[config.mk]
export PLATFORM = sky130hd
export DESIGN_NAME = link_primary_station_fsm_unit_flat
export DESIGN_NICKNAME = d
export VERILOG_FILES = /design/src/rtl/lpsf_pkg.sv /design/src/rtl/lpsf_in_if.sv /design/src/rtl/lpsf_out_if.sv /design/src/rtl/link_primary_station_fsm_unit.sv /design/src/rtl/lpsf_cfg_regs.sv /design/src/rtl/lpsf_core.sv /design/src/flat_wrapper.sv
export SDC_FILE = /design/constraint.sdc
export NUM_CORES = 1
export LEC_CHECK = 0
export ABC_CLOCK_PERIOD_IN_PS = 3200
export CORE_MARGIN = 4
export CORE_UTILIZATION = 35
export CTS_CLUSTER_SIZE = 8
export DETAILED_ROUTE_END_ITERATION = 10
export DONT_BUFFER_PORTS = 1
export PLACE_DENSITY_LB_ADDON = 0.15
export SETUP_SLACK_MARGIN = 0.05
export SLEW_MARGIN = 20
export SYNTH_ARGS = -nofsm -noshare
export SYNTH_HDL_FRONTEND = slang
export SYNTH_SLANG_ARGS = --single-unit
[constraint.sdc]
create_clock -name clk -period 3.2 [get_ports clk]
set_clock_uncertainty 0.15 [all_clocks]
set_input_delay 0.48 -clock clk [delete_from_list [all_inputs] [get_ports clk]]
set_output_delay 0.48 -clock clk [all_outputs]
set_load 0.005 [all_outputs]
[src/rtl/lpsf_pkg.sv]
// ----------------------------------------------------------------------------
// lpsf_pkg
// Shared types and codes of the primary-station link state machine.
// ----------------------------------------------------------------------------
`default_nettype none

package lpsf_pkg;

	// Low bits of payload_tag kept for a held data frame
	localparam int TAG_BITS = 8;
	localparam int TagW     = (TAG_BITS < 8) ? TAG_BITS : 8;

	// Event opcodes
	localparam logic [2:0] OP_SEND_CONF   = 3'd0;
	localparam logic [2:0] OP_SEND_UNCONF = 3'd1;
	localparam logic [2:0] OP_ACK         = 3'd2;
	localparam logic [2:0] OP_NACK        = 3'd3;
	localparam logic [2:0] OP_LINK_STATUS = 3'd4;
	localparam logic [2:0] OP_NOT_SUPP    = 3'd5;
	localparam logic [2:0] OP_TIMEOUT     = 3'd6;
	localparam logic [2:0] OP_FAILURE     = 3'd7;

	// Link states
	localparam logic [1:0] ST_NOT_RESET  = 2'd0;
	localparam logic [1:0] ST_RESET      = 2'd1;
	localparam logic [1:0] ST_RESET_WAIT = 2'd2;
	localparam logic [1:0] ST_DATA_WAIT  = 2'd3;

	// Frame kinds
	localparam logic [1:0] KIND_NONE        = 2'd0;
	localparam logic [1:0] KIND_UNCONF_DATA = 2'd1;
	localparam logic [1:0] KIND_RESET_LINKS = 2'd2;
	localparam logic [1:0] KIND_CONF_DATA   = 2'd3;

	// Timer commands
	localparam logic [1:0] TMR_NONE         = 2'd0;
	localparam logic [1:0] TMR_START        = 2'd1;
	localparam logic [1:0] TMR_CANCEL       = 2'd2;
	localparam logic [1:0] TMR_CANCEL_START = 2'd3;

	// Reports
	localparam logic [1:0] RPT_NONE    = 2'd0;
	localparam logic [1:0] RPT_SUCCESS = 2'd1;
	localparam logic [1:0] RPT_FAILURE = 2'd2;

	// Error codes
	localparam logic [2:0] ERR_NONE          = 3'd0;
	localparam logic [2:0] ERR_UNEXPECTED    = 3'd1;
	localparam logic [2:0] ERR_INVALID_STATE = 3'd2;
	localparam logic [2:0] ERR_RETRY_TIMEOUT = 3'd3;
	localparam logic [2:0] ERR_FINAL_TIMEOUT = 3'd4;

	// Configuration register indexes
	localparam logic [1:0] REG_IS_MASTER   = 2'd0;
	localparam logic [1:0] REG_REMOTE_ADDR = 2'd1;
	localparam logic [1:0] REG_LOCAL_ADDR  = 2'd2;
	localparam logic [1:0] REG_MAX_RETRIES = 2'd3;

	typedef struct packed {
		logic        is_master;
		logic [15:0] remote_addr;
		logic [15:0] local_addr;
		logic [7:0]  max_retries;
	} cfg_t;

	typedef struct packed {
		logic [2:0] opcode;
		logic [7:0] payload_tag;
		logic [7:0] payload_length;
	} event_t;

	typedef struct packed {
		logic [1:0]  send_kind;
		logic        frame_count_bit;
		logic [1:0]  timer_cmd;
		logic [1:0]  report;
		logic [2:0]  error_code;
		logic [7:0]  frame_tag;
		logic [7:0]  frame_length;
		logic        dir_bit;
		logic [15:0] dest_addr;
		logic [15:0] src_addr;
		logic [1:0]  link_state_out;
		logic [7:0]  retries_out;
	} action_t;

endpackage

`default_nettype wire

[src/rtl/lpsf_in_if.sv]
// ----------------------------------------------------------------------------
// lpsf_in_if
// Event channel: valid/ready handshake with the event fields.
// ----------------------------------------------------------------------------
`default_nettype none

interface lpsf_in_if;
	logic       valid;
	logic       ready;
	logic [2:0] opcode;
	logic [7:0] payload_tag;
	logic [7:0] payload_length;

	modport source (output valid, output opcode, output payload_tag,
		output payload_length, input ready);
	modport sink (input valid, input opcode, input payload_tag,
		input payload_length, output ready);
endinterface

`default_nettype wire

[src/rtl/lpsf_out_if.sv]
// ----------------------------------------------------------------------------
// lpsf_out_if
// Action channel: valid/ready handshake with the action word fields.
// ----------------------------------------------------------------------------
`default_nettype none

interface lpsf_out_if;
	logic        valid;
	logic        ready;
	logic [1:0]  send_kind;
	logic        frame_count_bit;
	logic [1:0]  timer_cmd;
	logic [1:0]  report;
	logic [2:0]  error_code;
	logic [7:0]  frame_tag;
	logic [7:0]  frame_length;
	logic        dir_bit;
	logic [15:0] dest_addr;
	logic [15:0] src_addr;
	logic [1:0]  link_state_out;
	logic [7:0]  retries_out;

	modport source (output valid, output send_kind, output frame_count_bit,
		output timer_cmd, output report, output error_code, output frame_tag,
		output frame_length, output dir_bit, output dest_addr, output src_addr,
		output link_state_out, output retries_out, input ready);
	modport sink (input valid, input send_kind, input frame_count_bit,
		input timer_cmd, input report, input error_code, input frame_tag,
		input frame_length, input dir_bit, input dest_addr, input src_addr,
		input link_state_out, input retries_out, output ready);
endinterface

`default_nettype wire

[src/rtl/link_primary_station_fsm_unit.sv]
// ----------------------------------------------------------------------------
// link_primary_station_fsm_unit
// Primary-station link-layer state machine: one action word per event.
// ----------------------------------------------------------------------------
// Path: an event transfer loads the input register; the action register then
//   takes the action word once it is empty or being drained.
// Throughput: one event per cycle unless out_ch stalls; the state update is
//   a single pass of shallow logic between the input and action registers.
// Reset: arst_n clears both stage valids, sets link not reset, frame count
//   bit 1, retries 0, and loads the configuration reset values.
`default_nettype none

module link_primary_station_fsm_unit (
	input  wire logic        clk,
	input  wire logic        arst_n,
	input  wire logic        cfg_we,
	input  wire logic [1:0]  cfg_index,
	input  wire logic [15:0] cfg_wdata,
	lpsf_in_if.sink          in_ch,
	lpsf_out_if.source       out_ch
);
	import lpsf_pkg::*;

	cfg_t    cfg;
	event_t  evt_s1;
	logic    valid_s1;
	action_t act;
	action_t act_s2;
	logic    valid_s2;
	logic    adv_s2;
	logic    adv_s1;

	lpsf_cfg_regs u_cfg (
		.clk       (clk),
		.arst_n    (arst_n),
		.cfg_we    (cfg_we),
		.cfg_index (cfg_index),
		.cfg_wdata (cfg_wdata),
		.cfg       (cfg)
	);

	// stage 2 takes a new word when empty or being drained
	assign adv_s2      = !valid_s2 || out_ch.ready;
	assign adv_s1      = !valid_s1 || adv_s2;
	assign in_ch.ready = adv_s1;

	always_ff @(posedge clk or negedge arst_n) begin
		if (!arst_n) begin
			valid_s1 <= 1'b0;
			valid_s2 <= 1'b0;
		end else begin
			if (adv_s1)
				valid_s1 <= in_ch.valid;
			if (adv_s2)
				valid_s2 <= valid_s1;
		end
	end

	always_ff @(posedge clk) begin
		if (adv_s1 && in_ch.valid) begin
			evt_s1.opcode         <= in_ch.opcode;
			evt_s1.payload_tag    <= in_ch.payload_tag;
			evt_s1.payload_length <= in_ch.payload_length;
		end
		if (adv_s2 && valid_s1)
			act_s2 <= act;
	end

	lpsf_core u_core (
		.clk      (clk),
		.arst_n   (arst_n),
		.evt_fire (valid_s1 && adv_s2),
		.evt      (evt_s1),
		.cfg      (cfg),
		.act      (act)
	);

	assign out_ch.valid           = valid_s2;
	assign out_ch.send_kind       = act_s2.send_kind;
	assign out_ch.frame_count_bit = act_s2.frame_count_bit;
	assign out_ch.timer_cmd       = act_s2.timer_cmd;
	assign out_ch.report          = act_s2.report;
	assign out_ch.error_code      = act_s2.error_code;
	assign out_ch.frame_tag       = act_s2.frame_tag;
	assign out_ch.frame_length    = act_s2.frame_length;
	assign out_ch.dir_bit         = act_s2.dir_bit;
	assign out_ch.dest_addr       = act_s2.dest_addr;
	assign out_ch.src_addr        = act_s2.src_addr;
	assign out_ch.link_state_out  = act_s2.link_state_out;
	assign out_ch.retries_out     = act_s2.retries_out;

endmodule

`default_nettype wire

[src/rtl/lpsf_cfg_regs.sv]
// ----------------------------------------------------------------------------
// lpsf_cfg_regs
// Configuration registers: header fields and retry limit.
// ----------------------------------------------------------------------------
`default_nettype none

module lpsf_cfg_regs (
	input  wire logic          clk,
	input  wire logic          arst_n,
	input  wire logic          cfg_we,
	input  wire logic [1:0]    cfg_index,
	input  wire logic [15:0]   cfg_wdata,
	output lpsf_pkg::cfg_t     cfg
);
	import lpsf_pkg::*;

	cfg_t cfg_q;

	always_ff @(posedge clk or negedge arst_n) begin
		if (!arst_n) begin
			cfg_q.is_master   <= 1'b1;
			cfg_q.remote_addr <= 16'd1;
			cfg_q.local_addr  <= 16'd1;
			cfg_q.max_retries <= 8'd0;
		end else if (cfg_we) begin
			case (cfg_index)
				REG_IS_MASTER:   cfg_q.is_master   <= cfg_wdata[0];
				REG_REMOTE_ADDR: cfg_q.remote_addr <= cfg_wdata;
				REG_LOCAL_ADDR:  cfg_q.local_addr  <= cfg_wdata;
				REG_MAX_RETRIES: cfg_q.max_retries <= cfg_wdata[7:0];
				default: ;
			endcase
		end
	end

	assign cfg = cfg_q;

endmodule

`default_nettype wire

[src/rtl/lpsf_core.sv]
// ----------------------------------------------------------------------------
// lpsf_core
// Link state registers and the per-event next-state and action logic.
// ----------------------------------------------------------------------------
`default_nettype none

module lpsf_core (
	input  wire logic              clk,
	input  wire logic              arst_n,
	input  wire logic              evt_fire,
	input  wire lpsf_pkg::event_t  evt,
	input  wire lpsf_pkg::cfg_t    cfg,
	output lpsf_pkg::action_t      act
);
	import lpsf_pkg::*;

	logic [1:0]      state_q;
	logic            fcb_q;
	logic [7:0]      retries_q;
	logic [TagW-1:0] held_tag_q;
	logic [7:0]      held_len_q;

	logic [1:0] state_d;
	logic       fcb_d;
	logic [7:0] retries_d;
	logic       hold_we;
	logic       hdr_en;
	logic       idle;
	logic [TagW-1:0] evt_tag;

	always_comb begin
		evt_tag   = TagW'(evt.payload_tag);
		idle      = state_q inside {ST_NOT_RESET, ST_RESET};
		state_d   = state_q;
		fcb_d     = fcb_q;
		retries_d = retries_q;
		hold_we   = 1'b0;
		hdr_en    = 1'b0;
		act       = '0;

		case (evt.opcode)
			OP_SEND_CONF: begin
				if (!idle) begin
					act.error_code = ERR_INVALID_STATE;
				end else begin
					retries_d     = cfg.max_retries;
					hold_we       = 1'b1;
					act.timer_cmd = TMR_START;
					hdr_en        = 1'b1;
					if (state_q == ST_NOT_RESET) begin
						state_d       = ST_RESET_WAIT;
						act.send_kind = KIND_RESET_LINKS;
					end else begin
						state_d             = ST_DATA_WAIT;
						act.send_kind       = KIND_CONF_DATA;
						act.frame_count_bit = fcb_q;
						act.frame_tag       = 8'(evt_tag);
						act.frame_length    = evt.payload_length;
					end
				end
			end
			OP_SEND_UNCONF: begin
				if (!idle) begin
					act.error_code = ERR_INVALID_STATE;
				end else begin
					hdr_en           = 1'b1;
					act.send_kind    = KIND_UNCONF_DATA;
					act.frame_tag    = 8'(evt_tag);
					act.frame_length = evt.payload_length;
				end
			end
			OP_ACK: begin
				if (state_q == ST_RESET_WAIT) begin
					fcb_d               = 1'b1;
					state_d             = ST_DATA_WAIT;
					act.timer_cmd       = TMR_CANCEL_START;
					hdr_en              = 1'b1;
					act.send_kind       = KIND_CONF_DATA;
					act.frame_count_bit = 1'b1;
					act.frame_tag       = 8'(held_tag_q);
					act.frame_length    = held_len_q;
				end else if (state_q == ST_DATA_WAIT) begin
					fcb_d         = ~fcb_q;
					state_d       = ST_RESET;
					act.timer_cmd = TMR_CANCEL;
					act.report    = RPT_SUCCESS;
				end else begin
					act.error_code = ERR_UNEXPECTED;
				end
			end
			OP_TIMEOUT: begin
				if (idle) begin
					act.error_code = ERR_INVALID_STATE;
				end else if (retries_q != 8'd0) begin
					retries_d      = retries_q - 8'd1;
					act.error_code = ERR_RETRY_TIMEOUT;
					act.timer_cmd  = TMR_START;
					hdr_en         = 1'b1;
					if (state_q == ST_RESET_WAIT) begin
						act.send_kind = KIND_RESET_LINKS;
					end else begin
						act.send_kind       = KIND_CONF_DATA;
						act.frame_count_bit = fcb_q;
						act.frame_tag       = 8'(held_tag_q);
						act.frame_length    = held_len_q;
					end
				end else begin
					// timer already expired: no timer command
					act.error_code = ERR_FINAL_TIMEOUT;
					state_d        = ST_NOT_RESET;
					act.report     = RPT_FAILURE;
				end
			end
			OP_FAILURE: begin
				if (idle) begin
					act.error_code = ERR_INVALID_STATE;
				end else begin
					act.timer_cmd = TMR_CANCEL;
					state_d       = ST_NOT_RESET;
					act.report    = RPT_FAILURE;
				end
			end
			default: begin
				act.error_code = ERR_UNEXPECTED;
			end
		endcase

		if (hdr_en) begin
			act.dir_bit   = cfg.is_master;
			act.dest_addr = cfg.remote_addr;
			act.src_addr  = cfg.local_addr;
		end
		act.link_state_out = state_d;
		act.retries_out    = retries_d;
	end

	always_ff @(posedge clk or negedge arst_n) begin
		if (!arst_n) begin
			state_q   <= ST_NOT_RESET;
			fcb_q     <= 1'b1;
			retries_q <= 8'd0;
		end else if (evt_fire) begin
			state_q   <= state_d;
			fcb_q     <= fcb_d;
			retries_q <= retries_d;
		end
	end

	always_ff @(posedge clk) begin
		if (evt_fire && hold_we) begin
			held_tag_q <= evt_tag;
			held_len_q <= evt.payload_length;
		end
	end

endmodule

`default_nettype wire

[src/flat_wrapper.sv]
// flat-port wrapper written by rule: the top's interface ports become plain ports
module link_primary_station_fsm_unit_flat import lpsf_pkg::*;
  (clk, arst_n, cfg_we, cfg_index, cfg_wdata, in_ch_valid, in_ch_opcode, in_ch_payload_tag, in_ch_payload_length, in_ch_ready, out_ch_valid, out_ch_send_kind, out_ch_frame_count_bit, out_ch_timer_cmd, out_ch_report, out_ch_error_code, out_ch_frame_tag, out_ch_frame_length, out_ch_dir_bit, out_ch_dest_addr, out_ch_src_addr, out_ch_link_state_out, out_ch_retries_out, out_ch_ready);
  lpsf_in_if in_ch_i ();
  lpsf_out_if out_ch_i ();
  input  wire logic clk;
  input  wire logic arst_n;
  input  wire logic cfg_we;
  input  wire logic [1:0] cfg_index;
  input  wire logic [15:0] cfg_wdata;
  input wire logic [$bits(in_ch_i.valid)-1:0] in_ch_valid;
  input wire logic [$bits(in_ch_i.opcode)-1:0] in_ch_opcode;
  input wire logic [$bits(in_ch_i.payload_tag)-1:0] in_ch_payload_tag;
  input wire logic [$bits(in_ch_i.payload_length)-1:0] in_ch_payload_length;
  output wire logic [$bits(in_ch_i.ready)-1:0] in_ch_ready;
  output wire logic [$bits(out_ch_i.valid)-1:0] out_ch_valid;
  output wire logic [$bits(out_ch_i.send_kind)-1:0] out_ch_send_kind;
  output wire logic [$bits(out_ch_i.frame_count_bit)-1:0] out_ch_frame_count_bit;
  output wire logic [$bits(out_ch_i.timer_cmd)-1:0] out_ch_timer_cmd;
  output wire logic [$bits(out_ch_i.report)-1:0] out_ch_report;
  output wire logic [$bits(out_ch_i.error_code)-1:0] out_ch_error_code;
  output wire logic [$bits(out_ch_i.frame_tag)-1:0] out_ch_frame_tag;
  output wire logic [$bits(out_ch_i.frame_length)-1:0] out_ch_frame_length;
  output wire logic [$bits(out_ch_i.dir_bit)-1:0] out_ch_dir_bit;
  output wire logic [$bits(out_ch_i.dest_addr)-1:0] out_ch_dest_addr;
  output wire logic [$bits(out_ch_i.src_addr)-1:0] out_ch_src_addr;
  output wire logic [$bits(out_ch_i.link_state_out)-1:0] out_ch_link_state_out;
  output wire logic [$bits(out_ch_i.retries_out)-1:0] out_ch_retries_out;
  input wire logic [$bits(out_ch_i.ready)-1:0] out_ch_ready;
  assign in_ch_i.valid = in_ch_valid;
  assign in_ch_i.opcode = in_ch_opcode;
  assign in_ch_i.payload_tag = in_ch_payload_tag;
  assign in_ch_i.payload_length = in_ch_payload_length;
  assign in_ch_ready = in_ch_i.ready;
  assign out_ch_valid = out_ch_i.valid;
  assign out_ch_send_kind = out_ch_i.send_kind;
  assign out_ch_frame_count_bit = out_ch_i.frame_count_bit;
  assign out_ch_timer_cmd = out_ch_i.timer_cmd;
  assign out_ch_report = out_ch_i.report;
  assign out_ch_error_code = out_ch_i.error_code;
  assign out_ch_frame_tag = out_ch_i.frame_tag;
  assign out_ch_frame_length = out_ch_i.frame_length;
  assign out_ch_dir_bit = out_ch_i.dir_bit;
  assign out_ch_dest_addr = out_ch_i.dest_addr;
  assign out_ch_src_addr = out_ch_i.src_addr;
  assign out_ch_link_state_out = out_ch_i.link_state_out;
  assign out_ch_retries_out = out_ch_i.retries_out;
  assign out_ch_i.ready = out_ch_ready;
  link_primary_station_fsm_unit u_core (.clk(clk), .arst_n(arst_n), .cfg_we(cfg_we), .cfg_index(cfg_index), .cfg_wdata(cfg_wdata), .in_ch(in_ch_i), .out_ch(out_ch_i));
endmodule
==> results of run 1 <==
==> synth_stat cells, drive strengths merged, types with 2 or more instances <==
master,n
a211oi,3
a21o,2
a21oi,15
a22o,17
a22oi,7
a31oi,2
and2,2
buf,8
clkbuf,11
dfrtp,50
dfstp,4
edfxtp,104
ha,2
inv,5
mux2,42
nand2,17
nand2b,5
nand3,2
nand3b,5
nor2,19
nor2b,36
nor3,9
nor3b,5
nor4,2
o21a,2
o21ai,19
o311ai,5
or2,2
or3,3
xnor2,2
==> power by group through the flow <==
stage / Clock, W / Sequential [W] / Combinational, W
final: 0.00186 / 0.00282 / 0.000711
after global routing: 0.00201 / 0.00287 / 0.000811
after CTS: 0.00192 / 0.00283 / 0.000725
after detailed placement: 0 / 0.00287 / 0.000683
after global placement: 0 / 0.00286 / 0.000659
after floorplan: 0 / 0.00273 / 0.000600
==> per-layer routing <==
layer  vias up  track usage [%]  part of all wire [%]  routed length [um]
met5         -                0                     0                   0
li1       1635                -                     -                   -
met3        15             4.64                   5.8                 760
met1      1762             17.6                    44                5780
met4         0             4.65                   1.4                 189
met2       104             21.5                    49                6450
==> through the flow <==
stage                     cell area, um^2  cells  worst slack [ps]  power, W
after detailed placement             6590    638               731   0.00355
after global routing                 7360    691               522   0.00569
after CTS                            7360    691               714   0.00547
after floorplan                      6290    420               709   0.00333
final                                7360    691               738   0.00539
after global placement               6590    638               687   0.00352
==> worst paths after layout <==
path | from | to | slack (ps) | cells past startpoint
worst max-delay path | u_core.u_core.retries_q[1] | u_core.out_ch.src_addr[7] | 740 | 7
min in group asynchronous | arst_n | u_core.u_cfg.cfg[12] | 420 | 2
worst min-delay path | in_ch_valid | u_core.valid_s1 | 30 | 1
worst max register to register | u_core.u_core.retries_q[1] | u_core.out_ch.src_addr[7] | 740 | 7
max in group asynchronous | arst_n | u_core.u_core.fcb_q | 2170 | 2
worst min register to register | u_core.evt_s1[12] | u_core.u_core.held_tag_q[4] | 300 | 0
==> cells by family (layout without fill, tap and decap cells) <==
logic type,count (synthesis),after routing,synth area share [%]
multiplexers,42,42,7.52
AND/OR/NAND/NOR,111,111,10.1
XOR/XNOR,2,2,0.278
AO/OA/AOI/OAI,80,80,8.65
buffers and inverters,25,71,1.81
adder cells (fa/ha/maj),2,2,0.398
flip-flops,158,158,71.2
==> cell type report <==
type	count	area share, %
clock buffer	21	6.25
timing repair buffer	33	4.49
clock inverter	11	1.12
sequential	158	60.8
tap	225	3.82
inverter	6	0.323
multi-input combinational	237	23.2
==> registers in the layout, summed over array words and instances, names as in the netlist, 3 cells and up <==
register                    flops
u_core.u_core.held_len_q        8
u_core.u_cfg.cfg               41
u_core.evt_s1                  19
u_core.u_core.held_tag_q        8
u_core.out_ch.error_code        3
u_core.u_core.retries_q         8
u_core.out_ch.retries_out       8
u_core.out_ch.dest_addr        16
u_core.out_ch.src_addr         16
u_core.out_ch.frame_tag         8
u_core.out_ch.frame_length      8
==> critical path: stages (launching register included) <==
cell and delay, ps:
dfrtp_1 430, inv_1 110, ha_1 140, nor3b_1 460, a21oi_1 290, nor2_2 160
buf_4 350, nor2b_1 90
==> reports/qor.yml, run 1 <==
status: "finished clean"
fmax_ghz: 0.406
finalSetupViolCount: 0
grt_pass1_vias: 3657
power_density_mw_per_mm2: 732
ys_seq_elements: 158
grt_pass1_wl_um: 20800
hp-class: "primary input to register"
ant_nets: 0
antenna_found_initial: 0
drc: 0
max_slew_margin_pct: 33.1
synth_cells: 420
period_needed_ps: 2460
power_frac_seq_pct: 52.4
worst_pin_slew_ps: 1000
drive_above_1_share_pct: 21.2
p_comb_share_pct: 13.2
area_delta_synth_final_pct: 17.0
ctsResizeCount: 0
root_buffer: "clkbuf_16"
synth_nets: 464
p_leak_nw: 2.66
start_kind: "register"
cts_buffers: 17
post-cts-setup-buffer-count: 0
hold_viol: 0
hold_buffers: 21
ys_async_sr_fraction_pct: 34.2
grt_usage_pct: 13.6
fillers: 1601
first_pass_iters: 4
synth_top_cell_by_area: "edfxtp_1"
final_common_cell: "edfxtp_1"
dieArea_mm2: 0.0202
die_x_um: 142
core_area_mm2: 0.0175
num_vias: 3516
clk_pin_slew_ps: 60
antenna_cells: 0
p_sw_share_pct: 27.0
finalCritPeriodShare_pct: 76.9
synth_cell_type_count: 52
clock_latency_ps: 420
synth_edf_count: 104
drt_iter0_markers: 251
p_sw_w: 0.00146
critical_path.max_fanout: 33
final_nets: 497
std_cell_rows: 48
synth_area_leaders: "edfxtp_1 (50%), dfrtp_1 (20%), mux2_2 (7.5%), nor2b_1 (3.6%), a22o_1 (2.4%)"
critPathRequiredTime_ps: 3210
cts_buffer_depth: 2
p_int_w: 0.00394
mostFrequentLayoutCells: "edfxtp_1 (104), dfrtp_1 (50), mux2_2 (42), nor2b_1 (36), dlygate4sd3_1 (20)"
multi_input_area_mm2: 0.00171
seqCellArea_mm2: 0.00448
hold_ws_ps: 26.0
worst_setup_path_end_kind: "register"
finalWeightedCongestion: 0.838
crit_type: "register to register"
final_util_pct: 42.1
dp_hpwl_um: 8710
dieHeight_um: 142
wl_per_cell_um: 19.1
io_buffers: 0
cap_viol_max_count: 0
ios: 113
yosys_warnings: 0
start_util_pct: 36.0
syn_area_mm2: 0.00629
clkPwrFrac_pct: 34.5
routed_wirelength_um: 13200
rsz0062_at_grt: "false"
cts_tree: "done"
grt_overflow: 0
synthFlopType: "edfxtp_1"
ys_seq_area_share_pct: 71.2
cts.sinks: 158
syn-mean-instance-area_um2: 15.0
arrival_ps: 2470
grt_start_max_net_pins: 55
viasPerCell: 5.09
tns_ps: 0
htreeDepth: 4
peakVddDrop_mv: 0.394
synth_top_area_share_pct: 49.6
slew_violations: 0
Power figures use the tool's default switching activity.
==> inputs of run 2 (changes only) <==
--- a/config.mk
+++ b/config.mk
@@ -5,7 +5,8 @@
 export SDC_FILE = /design/constraint.sdc
 export NUM_CORES = 1
 export LEC_CHECK = 0
-export ABC_CLOCK_PERIOD_IN_PS = 3200
+export ABC_AREA = 1
+export ABC_CLOCK_PERIOD_IN_PS = 2400
 export CORE_MARGIN = 4
 export CORE_UTILIZATION = 35
 export CTS_CLUSTER_SIZE = 8
==> constraint.sdc (replaced) <==
create_clock -name clk -period 2.4 [get_ports clk]
set_clock_uncertainty 0.15 [all_clocks]
set_input_delay 0.36 -clock clk [delete_from_list [all_inputs] [get_ports clk]]
set_output_delay 0.36 -clock clk [all_outputs]
set_load 0.005 [all_outputs]
==> reports/qor.yml, run 2 <==
status: "finished clean"
fillers: 1723  # +7.6%
worst_setup_path_end_kind: "register"
yosysMostFrequentCell: "nand2_1"
synthAdderAreaFrac_pct: 0.382  # -0.015 points
cts_buffers: 17  # unchanged
clk_pin_slew_ps: 60  # about the same
grt_start_max_net_pins: 55  # unchanged
start_util_pct: 36.1  # +0.062 points
grt_pass1_wl_um: 21600  # +3.9%
die_x_um: 145  # +1.9%
synth_xor_area_share_pct: 0.402  # +0.12 points
peakVddDrop_mv: 0.526  # +33%
grt_overflow: 0  # unchanged
finalNonFillerCells: 887  # +28%
tns_ps: 0  # unchanged
p_leak_nw: 3.51  # +32%
drive_above_1_share_pct: 15.2  # -6.0 points
wl_per_cell_um: 15.2  # -20%
first_pass_iters: 4  # unchanged
synthTopCellsByCount: "nand2_1 (135), edfxtp_1 (104), inv_1 (92)"
core_area_mm2: 0.0181  # +3.8%
antenna_found_initial: 0  # unchanged
slew_violations: 0  # unchanged
area_delta_synth_final_pct: 18.3
reg2regPathDepth: 13  # +6
drc: 0  # unchanged
synth_edf_count: 104  # unchanged
dpl_cell_area_mm2: 0.00685  # +3.8%
synth_top_area_share_pct: 47.7  # -1.9 points
critical_path.max_fanout: 20  # -39%
grt_pass1_vias: 3923  # +7.3%
p_total_w: 0.00749  # +39%
worst_pin_slew_ps: 765  # -239 ps
htreeDepth: 4  # unchanged
critPathRequiredTime_ps: 2440  # -770 ps
dp_hpwl_um: 9070  # +4.2%
crit_type: "register to register"
grt_usage_pct: 13.7  # +0.070 points
syn-mean-instance-area_um2: 10.9  # -27%
cts_buffer_depth: 2  # unchanged
synth_area_leaders: "edfxtp_1 (48%), dfrtp_1 (19%), nand2_1 (7.7%), inv_1 (5.3%), o21ai_0 (4.7%)"
drt_iter0_markers: 222  # -12%
power_density_mw_per_mm2: 968  # +32%
cts_tree: "done"
synth_simple_gate_area_share_pct: 14.1  # +4.0 points
ys_seq_area_share_pct: 68.5  # -2.8 points
clock_latency_ps: 420  # about the same
arrival_ps: 2180  # -290 ps
synth_nets: 642  # +38%
viasPerCell: 4.52  # -11%
dp_cells: 821  # +29%
ant_nets: 0  # unchanged
synth_cell_type_count: 34  # -35%
synth_compound_area_share_pct: 7.86  # -0.79 points
fmax_ghz: 0.466  # +15%
root_buffer: "clkbuf_16"
finalCritPeriodShare_pct: 89.4  # +12 points
std_cell_rows: 49  # +2.1%
synth_cells: 598  # +42%
finalSetupViolCount: 0  # unchanged
finalWeightedCongestion: 0.830  # -0.95%
ios: 113  # unchanged
cap_viol_max_count: 0  # unchanged
synth_top_cell_by_area: "edfxtp_1"
ys_seq_elements: 158  # unchanged
fin_area_mm2: 0.00774  # +5.2%
cts.sinks: 158  # unchanged
num_vias: 4008  # +14%
final_common_cell: "nand2_1"
synthFlopType: "edfxtp_1"
dieArea_mm2: 0.0209  # +3.8%
hp-class: "primary input to register"
rsz0062_at_grt: "false"
max_slew_margin_pct: 49.0  # +16 points
period_needed_ps: 2150  # -317 ps
largest_reg_flops: 41  # unchanged
syn_area_mm2: 0.00654  # +4.0%
synth_top_family_by_area: "simple AND/OR/NAND/NOR gates"
hold-path-cell-count: 2  # +1
mostFrequentLayoutCells: "nand2_1 (135), edfxtp_1 (104), inv_1 (90), o21ai_0 (61), dfrtp_1 (50)"
final_nets: 690  # +39%
io_buffers: 0  # unchanged
antenna_cells: 0  # unchanged
start_kind: "register"
ys_async_sr_fraction_pct: 34.2  # unchanged
hold_viol: 0  # unchanged
yosys_warnings: 0  # unchanged
dieHeight_um: 145  # +1.9%
synth_mux_area_share_pct: 0.172  # -7.3 points
routed_wirelength_um: 13500  # +2.5%
==> run 2: cells by family after synthesis <==
| group | count (synthesis) |
|---|---|
| flip-flops | 158 |
| multiplexers | 1 |
| AND/OR/NAND/NOR | 212 |
| adder cells (fa/ha/maj) | 2 |
| AO/OA/AOI/OAI | 88 |
| XOR/XNOR | 3 |
| buffers and inverters | 134 |
==> run 2: routing by layer <==
layer | track usage, % | up-vias | routed length, um
met3 | 5.42 | 17 | 948
met2 | 20.5 | 100 | 6090
met4 | 4.86 | 0 | 209
li1 | - | 2007 | -
met5 | 0 | - | 0
met1 | 18.1 | 1884 | 6260
==> run 2: area by class of cell <==
class	instances	area (um^2)	share of cell area, %
flip-flops and latches	158	4480	57.8
multi-input cells	306	1500	19.4
repair buffers	46	503	6.50
inverters	117	442	5.70
clock buffers	19	433	5.59
well taps	229	287	3.70
clock inverters	12	97.6	1.26
==> run 2: worst paths after layout <==
kind / to / from / slack (ps)
max: u_core.out_ch.src_addr[11] / u_core.u_core.retries_q[0] / 250
min: u_core.u_cfg.cfg[27] / cfg_wdata[3] / 10
max reg2reg: u_core.out_ch.src_addr[11] / u_core.u_core.retries_q[0] / 250
min reg2reg: u_core.u_core.held_tag_q[1] / u_core.evt_s1[9] / 300
max in group asynchronous: u_core.u_cfg.cfg[24] / arst_n / 1490
min in group asynchronous: u_core.valid_s1 / arst_n / 300
==> run 2: through the flow <==
step / hold WS [ps] / setup WS (ps) / util (%)
global placement: -81.6 / 224 / 37.5
global route: 11.1 / 109 / 42.7
detailed placement: -81.6 / 221 / 37.7
finish: 10.0 / 255 / 42.7
floorplan: -85.6 / 198 / -
CTS: 11.7 / 220 / 42.7
==> run 2: repair_timing <==
item                       CTS  global route
buffers inserted             0             0
hold endpoints to repair    96             0
hold buffers                35             0
resized for setup            0             1
setup endpoints to repair    0             1
==> run 2: worst max-delay path: stages, from the launching register on <==
cell     delay, ps
dfrtp_1        410
inv_1          120
ha_1           160
nand2_1         80
inv_1           60
nand2_1        120
nand3_4        120
nand2_2         70
inv_2          100
o21ai_4         80
buf_16         170
buf_8          170
nand2_1         60
inv_1           30
==> run 2: report_power, final <==
part / internal [W] / switching, W
Sequential: 0.00345 / 0.000289
Combinational: 0.000449 / 0.000853
Clock: 0.00141 / 0.00105
Total: 0.00531 / 0.00219
==> inputs of run 3 (changes only) <==
--- a/config.mk
+++ b/config.mk
@@ -9,6 +9,7 @@
 export ABC_CLOCK_PERIOD_IN_PS = 2400
 export CORE_MARGIN = 4
 export CORE_UTILIZATION = 35
+export CTS_BUF_LIST = sky130_fd_sc_hd__clkbuf_8
 export CTS_CLUSTER_SIZE = 8
 export DETAILED_ROUTE_END_ITERATION = 10
 export DONT_BUFFER_PORTS = 1
==> constraint.sdc (replaced) <==
create_clock -name clk -period 2.4 [get_ports clk]
set_clock_uncertainty 0.15 [all_clocks]
set_input_delay 0.24 -clock clk [delete_from_list [all_inputs] [get_ports clk]]
set_output_delay 0.24 -clock clk [all_outputs]
set_load 0.005 [all_outputs]
==> reports/qor.yml, run 3 (synthesis gave the netlist of run 2 again) <==
status: "finished clean"
cts_buffers: 17  # unchanged
p_leak_nw: 3.46  # -1.2%
crit_type: "register to register"
tns_ps: 0  # unchanged
path_delay_family: "buffers and inverters"
finalCritPeriodShare_pct: 90.9  # +1.5 points
clock_latency_ps: 440  # +20 ps
fmax_ghz: 0.458  # -1.7%
area_delta_synth_final_pct: 16.8
final_util_pct: 42.1  # -0.56 points
slew_violations: 0  # unchanged
std_cell_rows: 49  # unchanged
drt_iter0_markers: 201  # -9.5%
first_pass_iters: 4  # unchanged
clk_pin_slew_ps: 80  # +20 ps
root_buffer: "clkbuf_8"
post-cts-setup-buffer-count: 0  # unchanged
ctsResizeCount: 0  # unchanged
antenna_cells: 0  # unchanged
power_density_mw_per_mm2: 889  # -8.1%
crit_path_cell_trace: "inv_1 -> ha_1 -> nand2_1 -> inv_1 -> nand2_1 -> nand3_4 -> nand2_2 -> inv_2 -> o21ai_4 -> buf_16 -> buf_8 -> nand2_1 -> inv_1"
grt_start_max_net_pins: 55  # unchanged
start_kind: "register"
core_area_mm2: 0.0181  # unchanged
critPathMaxStageDelay_ps: 390  # -20 ps
place_ws_ps: 221  # unchanged
rr_startpoint: "u_core.u_core.retries_q[1]"
dieHeight_um: 145  # unchanged
arrival_ps: 2240  # +60 ps
htreeDepth: 4  # unchanged
routed_wirelength_um: 13500  # about the same
ios: 113  # unchanged
drive_above_1_share_pct: 14.8  # -0.35 points
worst_pin_slew_ps: 781  # +16.5 ps
io_buffers: 0  # unchanged
grt_usage_pct: 13.7  # about the same
peakVddDrop_mv: 0.375  # -29%
cts.sinks: 158  # unchanged
mostFrequentLayoutCells: "nand2_1 (135), edfxtp_1 (104), inv_1 (93), o21ai_0 (61), dfrtp_1 (50)"
fin_area_mm2: 0.00764  # -1.3%
largest_reg_flops: 41  # unchanged
dpl_cell_area_mm2: 0.00685  # unchanged
worst_setup_path_end_kind: "register"
antenna_found_initial: 0  # unchanged
hp-class: "primary input to register"
viasPerCell: 4.50  # -0.39%
hold_viol: 0  # unchanged
ant_nets: 0  # unchanged
finalWeightedCongestion: 0.830  # unchanged
hold_buffers: 44  # +26%
cts_buffer_depth: 2  # unchanged
crit_buf_inv: 6  # unchanged
dieArea_mm2: 0.0209  # unchanged
start_util_pct: 36.1  # unchanged
dp_cells: 821  # unchanged
finalNonFillerCells: 896  # +1.0%
num_vias: 4033  # +0.62%
critical_path.max_fanout: 20  # unchanged
wl_per_cell_um: 15.1  # -1.0%
final_nets: 699  # +1.3%
grt_pass1_vias: 3992  # +1.8%
slowest_stage: "dfrtp_1"
drc: 0  # unchanged
worstSetupStartpoint: "u_core.u_core.retries_q[1]"
rsz0062_at_grt: "false"
max_slew_margin_pct: 47.9  # -1.1 points
dp_hpwl_um: 9070  # unchanged
grt_pass1_wl_um: 21700  # +0.22%
finalSetupViolCount: 0  # unchanged
critPathRequiredTime_ps: 2460  # +20 ps
fin_ws_ps: 218  # -36.8 ps
cap_viol_max_count: 0  # unchanged
min_from: "cfg_index[1]"
die_x_um: 145  # unchanged
grt_overflow: 0  # unchanged
cts_tree: "done"
period_needed_ps: 2180  # +36.8 ps
final_common_cell: "nand2_1"
run 3: changes by cell type in the layout (fill, tap and decap cells not counted):
cell           delta
inv_2             -1
inv_1             +3
dlygate4sd3_1     +9
clkbuf_16        -17
clkbuf_1          -2
clkbuf_8         +17
run 3: path summary, 6_finish.rpt:
kind,end,slack [ps],cells after the start
min in group asynchronous,u_core.valid_s1,160,2
min,u_core.u_cfg.cfg[8],100,4
max,u_core.out_ch.src_addr[14],220,13
max reg2reg,u_core.out_ch.src_addr[14],220,13
max in group asynchronous,u_core.u_cfg.cfg[24],1630,2
min reg2reg,u_core.u_core.held_tag_q[2],300,0
run 3: through the flow:
step / total power, W / hold WS [ps]
3_3_place_gp: 0.00499 / -202
6_report: 0.00680 / 97.4
4_1_cts: 0.00691 / 67.3
2_1_floorplan: 0.00468 / -206
3_5_place_dp: 0.00504 / -202
5_1_grt: 0.00727 / 99.3
run 3: worst reg2reg max path: stages, from the launching register on:
cell and delay [ps]:
dfrtp_1 390, inv_1 160, ha_1 180, nand2_1 80, inv_1 60, nand2_1 120, nand3_4 120, nand2_2 70
inv_2 100, o21ai_4 80, buf_16 170, buf_8 170, nand2_1 60, inv_1 30
run 3: layout make-up:
cell class	count	area, um^2
clock buffer	17	234
fill	1744	10500
clock inverter	14	105
multi-input combinational	306	1500
sequential	158	4480
inverter	117	442
tap	229	287
timing repair buffer	55	593
run 3: power breakdown:
part	internal [W]	leakage, nW	switching, W
Combinational	0.000463	1.62	0.000856
Sequential	0.00344	1.68	0.000287
Clock	0.000792	0.165	0.000956
run 3: routing by layer:
metal	track usage [%]	vias to the layer above	wire, um
met5	0	-	0
met4	4.76	0	187
met3	5.29	15	892
met2	20.7	112	6160
met1	18.0	1888	6260
li1	-	2018	-
